`config.mk`:
```
export PLATFORM = sky130hd
export DESIGN_NAME = bamem_check
export DESIGN_NICKNAME = d
export VERILOG_FILES = /design/src/design/bamem_pkg.sv /design/src/design/bamem_check.sv
export SDC_FILE = /design/constraint.sdc
export NUM_CORES = 1
export LEC_CHECK = 0
export BUFFER_PORTS_ARGS = -buffer_cell sky130_fd_sc_hd__buf_2
export CORE_UTILIZATION = 29
export DETAILED_ROUTE_END_ITERATION = 8
export PLACE_DENSITY = 0.95
export SLEW_MARGIN = 25
export SYNTH_ARGS = -nofsm -noshare
export SYNTH_HDL_FRONTEND = slang
export SYNTH_SLANG_ARGS = --single-unit
```
`constraint.sdc`:
```
create_clock -name vclk -period 5.5
set_input_delay 1.65 -clock vclk [all_inputs]
set_output_delay 1.65 -clock vclk [all_outputs]
set_load 0.005 [all_outputs]
```
`src/design/bamem_pkg.sv`:
```
// Shared types and constants for the byte-addressed data memory.
// No dependencies; every design file refers to this package by scoped names.

package bamem_pkg;

    // Number of byte lanes in one memory row, and the width of one lane.
    localparam int LANES  = 8;
    localparam int BYTE_W = 8;
    localparam int ROW_W  = LANES * BYTE_W;
    localparam int OFS_W  = 3;

    // Access size codes.
    typedef enum logic [1:0] {
        SIZE_BYTE   = 2'd0,
        SIZE_HALF   = 2'd1,
        SIZE_WORD   = 2'd2,
        SIZE_DOUBLE = 2'd3
    } t_size;

    // Outcome of the alignment and range checks for one access.
    typedef struct packed {
        logic             misaligned;
        logic             out_of_range;
        logic             ok;
        logic [LANES-1:0] byte_en;
        logic [OFS_W-1:0] offset;
    } t_check;

endpackage

```
`src/design/bamem_check.sv`:
```
// Alignment and range checks for one access, plus the row address and byte lanes.
// Uses bamem_pkg for the size codes and the check result structure.

module bamem_check #(
    parameter int MEM_BYTES = 65536
) (
    input  logic                  i_en,
    input  logic [1:0]            i_access_size,
    input  logic [63:0]           i_byte_addr,
    output bamem_pkg::t_check     o_check,
    output logic [$clog2(MEM_BYTES/bamem_pkg::LANES)-1:0] o_row
);

    localparam int ROW_AW = $clog2(MEM_BYTES / bamem_pkg::LANES);

    bamem_pkg::t_size                  size;
    logic                              mis;
    logic                              oor;
    logic [bamem_pkg::LANES-1:0]       base_mask;
    logic [bamem_pkg::OFS_W-1:0]       offset;

    assign size   = bamem_pkg::t_size'(i_access_size);
    assign offset = i_byte_addr[bamem_pkg::OFS_W-1:0];

    // Natural alignment and lane mask per size.
    always_comb begin
        case (size)
            bamem_pkg::SIZE_BYTE: begin
                mis       = 1'b0;
                base_mask = 8'h01;
            end
            bamem_pkg::SIZE_HALF: begin
                mis       = i_byte_addr[0];
                base_mask = 8'h03;
            end
            bamem_pkg::SIZE_WORD: begin
                mis       = (i_byte_addr[1:0] != 2'd0);
                base_mask = 8'h0F;
            end
            bamem_pkg::SIZE_DOUBLE: begin
                mis       = (i_byte_addr[2:0] != 3'd0);
                base_mask = 8'hFF;
            end
            default: begin
                mis       = 1'b0;
                base_mask = 8'h01;
            end
        endcase
    end

    // An aligned access never straddles a row, and the memory size is a multiple
    // of the row size, so it fits exactly when its first byte lies inside the memory.
    assign oor = (i_byte_addr >= 64'(MEM_BYTES));

    assign o_check.misaligned   = i_en && mis;
    assign o_check.out_of_range = i_en && !mis && oor;
    assign o_check.ok           = i_en && !mis && !oor;
    assign o_check.byte_en      = base_mask << offset;
    assign o_check.offset       = offset;
    assign o_row = i_byte_addr[ROW_AW+bamem_pkg::OFS_W-1:bamem_pkg::OFS_W];

endmodule

```
==> results by group, run 1 <==
Power and ir drop
  – Pwr/cell area: 66.7 nW/um^2
  – Power Total: 0.0000461 W
  – Leakage: 0.374 nW
  – Worst VDD drop: 0.0000275 V

STA
  – Slew margin rel.: 0.786
  – Fin crit period: 4.42 ns
  – Slew Limit Fails: 0
  – Final worst path period share: 0.804
  – Hold Violations, Final: 0
  – Highest Clock Rate: 226 MHz
  – RSZ-0062 raised after global routing: no
  – Setup TNS: 0 ns
  – Hold Slack: 3.30 ns
  – Final setup fails: 0
  – Worst-Margin Slew: 0.318 ns

GRT
  – Largest net degree at the start of global routing: 15
  – Vias in the first global route: 673
  – Grt total ovfl: 0
  – Initial antenna violation count: 0
  – Total global-route track usage: 0.178
  – First-pass GRT wire length: 2620 um

Worst setup path
  – Worst path slowest cell: nor4_1
  – Worst Setup Start Kind: primary input
  – CP Cell Sequence: buf_2 > nor4_1 > nand4_1 > nor4b_4 > buf_2
  – Max FO, Critical Path: 2
  – CP max stage delay: 0.34 ns
  – Most frequent CP cell: buf_2
  – Crit path capture type: output pin
  – Crit Path Category: in2out
  – Worst path arrival time: 2.77 ns
  – Crit path required time: 3.85 ns
  – Delay-heaviest family, CP: simple AND/OR/NAND/NOR gates
  – WP buf/inv: 2

Route
  – Drc violations: 0
  – Drt wl/cell: 13.1 um
  – Uppermost layer routed: met4
  – Vias: 688
  – Antenna-violating nets left: 0
  – Via/cell ratio: 5.25
  – Met2 routed WL: 1020 um
  – Met1 Routed Length: 515 um
  – Met3 WL: 149 um
  – Pre-Repair DR Iteration Count: 2
  – Final WL: 1720 um
  – Initial DRC Count: 3

Layout
  – Post-layout util: 0.453
  – Final net count: 184
  – Non-Filler Instances: 131
  – Diodes inserted: 0
  – Layout cell share with drive strength beyond 1: 0.661
  – Reg area: 0 sq um
  – CLK BUF: 0
  – P&R area growth vs syn: 43.0%
  – FF+latch count: 0

Die
  – Core region area: 1520 sq um
  – Rows: 14
  – Die H: 42.8 um
  – Die area: 1830 sq um
  – Ports: 94
  – Initial Utilization: 0.317
  – Die Wd: 42.8 um

Yosys
  – Mapped Area: 483 sq um
  – Synthesis warning total: 0
  – Synthesized area per cell: 7.10 sq um
  – Synth cell types: 23
  – Syn Inst Count: 68
  – Register area share after synthesis: 0
  – Post-synth net total: 135

CTS
  – Hold-fix buffers, CTS: 0
  – CTS resizes: 0
  – Setup bufs post-CTS: 0

Run status
  – Outcome: finished clean

Place
  – I/O Buffers: 68
  – Placed cells: 131
  – GPL Wtd Cong: 0.835
  – DPL Wire Length: 1580 um

Run
  – Max Cap Viol: 0

Min path
  – Worst min-delay path category: in2out
-- per-layer routing --
metal  vias up  global-route usage
met5         -                   0
met4         0              0.0313
met3         4              0.0383
met2        45               0.397
met1       304               0.152
li1        335                   -
-- worst paths after layout --
kind                            start  slack [ns]  cells after the start          end
worst max-delay path  i_byte_addr[44]        1.08                      5  o_check[11]
worst min-delay path  i_byte_addr[15]        3.30                      0    o_row[12]
-- logic make-up (layout without fill, tap and decap cells) --
logic type,Yosys count,count (layout),synth area share
AO/OA/AOI/OAI,16,16,0.236
buffers and inverters,22,69,0.324
multiplexers,2,2,0.0440
AND/OR/NAND/NOR,28,28,0.396
-- cell usage in the layout, fill, tap and decap left out, drive strengths merged --
cell type  Yosys  routed
nor4          12      12
o21a           3       3
nor4b          1       1
nand4          3       3
inv            1       1
o21ai          1       1
nor3           3       3
nor2           7       7
mux2           1       1
a21oi          5       5
a22o           1       1
buf           20      68
o31a           1       1
a21o           2       2
nand2          2       2
mux2i          1       1
a211oi         3       3
-- Yosys cell counts --
master / instances / share of area
a211oi_2: 1 / 0.026
nor4b_4: 1 / 0.049
nor3_1: 3 / 0.031
clkbuf_1: 1 / 0.0078
buf_2: 2 / 0.021
mux2i_1: 1 / 0.021
nand2_1: 2 / 0.016
a21oi_1: 5 / 0.052
a21o_2: 1 / 0.018
buf_6: 1 / 0.023
mux2_2: 1 / 0.023
nor2_1: 7 / 0.054
a21o_1: 1 / 0.016
buf_4: 17 / 0.26
nand4_1: 3 / 0.039
o21a_1: 3 / 0.047
nor4_2: 4 / 0.10
a22o_1: 1 / 0.018
o31a_1: 1 / 0.018
inv_1: 1 / 0.0078
o21ai_1: 1 / 0.010
nor4_1: 8 / 0.10
a211oi_1: 2 / 0.031
-- power breakdown --
part	leakage (nW)	total [W]	switching (W)	internal, W
sequential	0	0	0	0
clock	0	0	0	0
combinational	0.374	0.0000461	0.0000206	0.0000255
total	0.374	0.0000461	0.0000206	0.0000255
-- final cells by class --
class                           instances  area (sq um)
Tap cell                               16          20.0
Multi-Input combinational cell         46           327
Fill cell                             168           833
Timing Repair Buffer                   68           340
Inverter                                1          3.75
-- through the flow --
| stage | worst slack [ns] | cell area [sq um] |
|---|---|---|
| after global routing | 0.960 | 691 |
| after detailed placement | 1.09 | 691 |
| after CTS | 1.08 | 691 |
| final | 1.08 | 691 |
| after global placement | 1.12 | 691 |
| after floorplan | 1.44 | 483 |
No activity file was read; power rests on OpenSTA's default activity.
==> run 2, diff against run 1 <==
--- a/config.mk
+++ b/config.mk
@@ -5,10 +5,11 @@
 export SDC_FILE = /design/constraint.sdc
 export NUM_CORES = 1
 export LEC_CHECK = 0
+export ABC_AREA = 1
 export BUFFER_PORTS_ARGS = -buffer_cell sky130_fd_sc_hd__buf_2
-export CORE_UTILIZATION = 29
+export CORE_UTILIZATION = 25
 export DETAILED_ROUTE_END_ITERATION = 8
-export PLACE_DENSITY = 0.95
+export PLACE_DENSITY = 0.89
 export SLEW_MARGIN = 25
 export SYNTH_ARGS = -nofsm -noshare
 export SYNTH_HDL_FRONTEND = slang
==> constraint.sdc (replaced) <==
create_clock -name vclk -period 4.1
set_input_delay 1.23 -clock vclk [all_inputs]
set_output_delay 1.23 -clock vclk [all_outputs]
set_load 0.005 [all_outputs]
==> run 2 against run 1 <==
Compared with the run above:
- the flow now finishes with violations (DRC)
- critical path depth rose by 4
- synthesized cell count rose by 31%
- area after synthesis fell by 10%
- die area rose by 4.1%
- critical path type unchanged
- core utilization fell by 2.1 points
- highest routed layer unchanged
- critical endpoint unchanged
==> results by group, run 2 <==
Route
  – Initial DRC Count: 9 (+6)
  – Vias: 684 (-0.58%)
  – Antenna-violating nets left: 0 (unchanged)
  – Final WL: 1290 um (-25%)
  – Drt wl/cell: 8.20 um (-37%)
  – Drc violations: 8 (+8)
  – Pre-Repair DR Iteration Count: 6 (+4)
  – Via/cell ratio: 4.36 (-17%)

Worst setup path
  – Worst path slowest cell: nor2_2
  – CP Cell Sequence: buf_2 > nor2_1 > nand2_1 > nor2_1 > nand2_1 > nor2_2 > nand2_1 > nor2_2 > buf_2
  – Delay-heaviest family, CP: simple AND/OR/NAND/NOR gates
  – Max FO, Critical Path: 2 (unchanged)
  – Worst path arrival time: 2.00 ns (-0.77 ns)
  – Crit path required time: 2.87 ns (-0.98 ns)
  – WP buf/inv: 2 (unchanged)
  – CP max stage delay: 0.12 ns (-0.22 ns)
  – Crit path capture type: output pin
  – Most frequent CP cell: nand2_1
  – Crit Path Category: in2out
  – Worst Setup Start Kind: primary input

STA
  – Fin crit period: 3.23 ns
  – Highest Clock Rate: 309 MHz
  – Setup TNS: 0 ns (unchanged)
  – Slew Limit Fails: 0 (unchanged)
  – Worst-Margin Slew: 0.189 ns (-0.128 ns)
  – RSZ-0062 raised after global routing: no
  – Hold Violations, Final: 0 (unchanged)
  – Final setup fails: 0 (unchanged)
  – Final worst path period share: 0.789
  – Slew margin rel.: 0.873 (+0.0869)

Yosys
  – Mapped Area: 434 sq um (-10%)
  – Synthesized area per cell: 4.88 sq um (-31%)
  – Largest area contributor in the netlist: nor2_1
  – Synth cell count leaders: nor2_1 (35), buf_4 (16), nand2_1 (16)
  – Synth cell types: 13 (-43%)
  – Top cells by area, synth: nor2_1 (30%), buf_4 (28%), nand2_1 (14%)
  – Register area share after synthesis: 0 (unchanged)
  – Post-synth top area share: 0.303 (+0.0383)
  – Post-synth net total: 156 (+16%)
  – Synthesis warning total: 0 (unchanged)
  – Top-count cell post-synth: nor2_1
  – Syn Inst Count: 89 (+31%)

Layout
  – P&R area growth vs syn: 55.3%
  – FF+latch count: 0 (unchanged)
  – Diodes inserted: 0 (unchanged)
  – Reg area: 0 sq um (unchanged)
  – Non-Filler Instances: 157 (+20%)
  – Most frequent cells in the layout: buf_2 (68), nor2_1 (35), nand2_1 (16)
  – Layout cell share with drive strength beyond 1: 0.511 (-0.150)
  – Final net count: 210 (+14%)
  – Most common cell after layout, fill and taps aside: buf_2
  – CLK BUF: 0 (unchanged)

Power and ir drop
  – Pwr/cell area: 83.0 nW/um^2 (+24%)
  – Leakage: 0.400 nW (+7.1%)
  – Power Total: 0.0000560 W (+21%)
  – Worst VDD drop: 0.0000398 V (+45%)
  – Sequential Power Share: 0 (unchanged)
  – Clock share of power: 0 (unchanged)
  – Switching share of power: 0.438 (-0.00891)
  – Comb pwr share: 1.000 (about the same)
  – Switching power: 0.0000245 W (+19%)
  – Pint: 0.0000315 W (+23%)

Place
  – Placed cells: 157 (+20%)
  – DPL Wire Length: 1110 um (-29%)
  – I/O Buffers: 68 (unchanged)
  – GPL Wtd Cong: 0.737 (-12%)

Run status
  – Failing checks: DRC
  – Outcome: finished, violations left

CTS
  – Setup bufs post-CTS: 0 (unchanged)
  – CTS resizes: 0 (unchanged)
  – Hold-fix buffers, CTS: 0 (unchanged)

Die
  – Die H: 43.7 um (+2.0%)
  – Rows: 14 (unchanged)
  – Die Wd: 43.7 um (+2.0%)
  – Core region area: 1560 sq um (+2.3%)
  – Initial Utilization: 0.278 (-0.0384)
  – Die area: 1910 sq um (+4.1%)
  – Ports: 94 (unchanged)

GRT
  – Initial antenna violation count: 0 (unchanged)
  – First-pass GRT wire length: 1810 um (-31%)
  – Largest net degree at the start of global routing: 9 (-6)
  – Total global-route track usage: 0.115 (-0.0637)
  – Grt total ovfl: 0 (unchanged)
  – Vias in the first global route: 492 (-27%)

Run
  – Max Cap Viol: 0 (unchanged)

Min path
  – Worst min-delay path category: in2out
## run 2: cell type report
| type | instances | area, sq um |
|---|---|---|
| Fill cell | 168 | 885 |
| Inverter | 4 | 15.0 |
| Timing Repair Buffer | 68 | 340 |
| Tap cell | 16 | 20.0 |
| Multi-Input combinational cell | 69 | 299 |
## run 2: path summary, 6_finish.rpt
kind / slack [ns] / startpoint / cells past startpoint / endpoint
setup / recovery: 0.87 / i_byte_addr[55] / 9 / o_check[11]
hold / removal: 2.46 / i_byte_addr[5] / 0 / o_row[2]
## run 2: cells by family (layout without fill, tap and decap cells)
kind of cell | Yosys count | in the layout | synth area share
and+or+nand+nor | 58 | 58 | 0.539
AOI/OAI and AO/OA | 11 | 11 | 0.150
buffers and inverters | 20 | 72 | 0.311
## run 2: metrics by stage
stage / area [sq um] / setup slack [ns] / hold slack, ns / utilization
global placement: 674 / 0.859 / 2.46 / 0.433
floorplan: 434 / 1.11 / 2.49 / -
global route: 674 / 0.765 / 2.46 / 0.433
CTS: 674 / 0.846 / 2.46 / 0.433
detailed placement: 674 / 0.850 / 2.46 / 0.433
finish: 674 / 0.867 / 2.46 / 0.433
## run 2: layer usage
layer	global-route usage	vias to the layer above	part of all wire
met1	0.125	261	0.38
met3	0.00417	8	0.17
met5	0	-	0
met4	0.0313	0	0.024
met2	0.233	43	0.42
li1	-	372	-
## run 2: power by group through the flow
stage | combinational [W] | clock (W) | sequential, W
4_1_cts | 0.0000563 | 0 | 0
3_5_place_dp | 0.0000560 | 0 | 0
5_1_grt | 0.0000631 | 0 | 0
2_1_floorplan | 0.0000309 | 0 | 0
3_3_place_gp | 0.0000554 | 0 | 0
6_report | 0.0000560 | 0 | 0
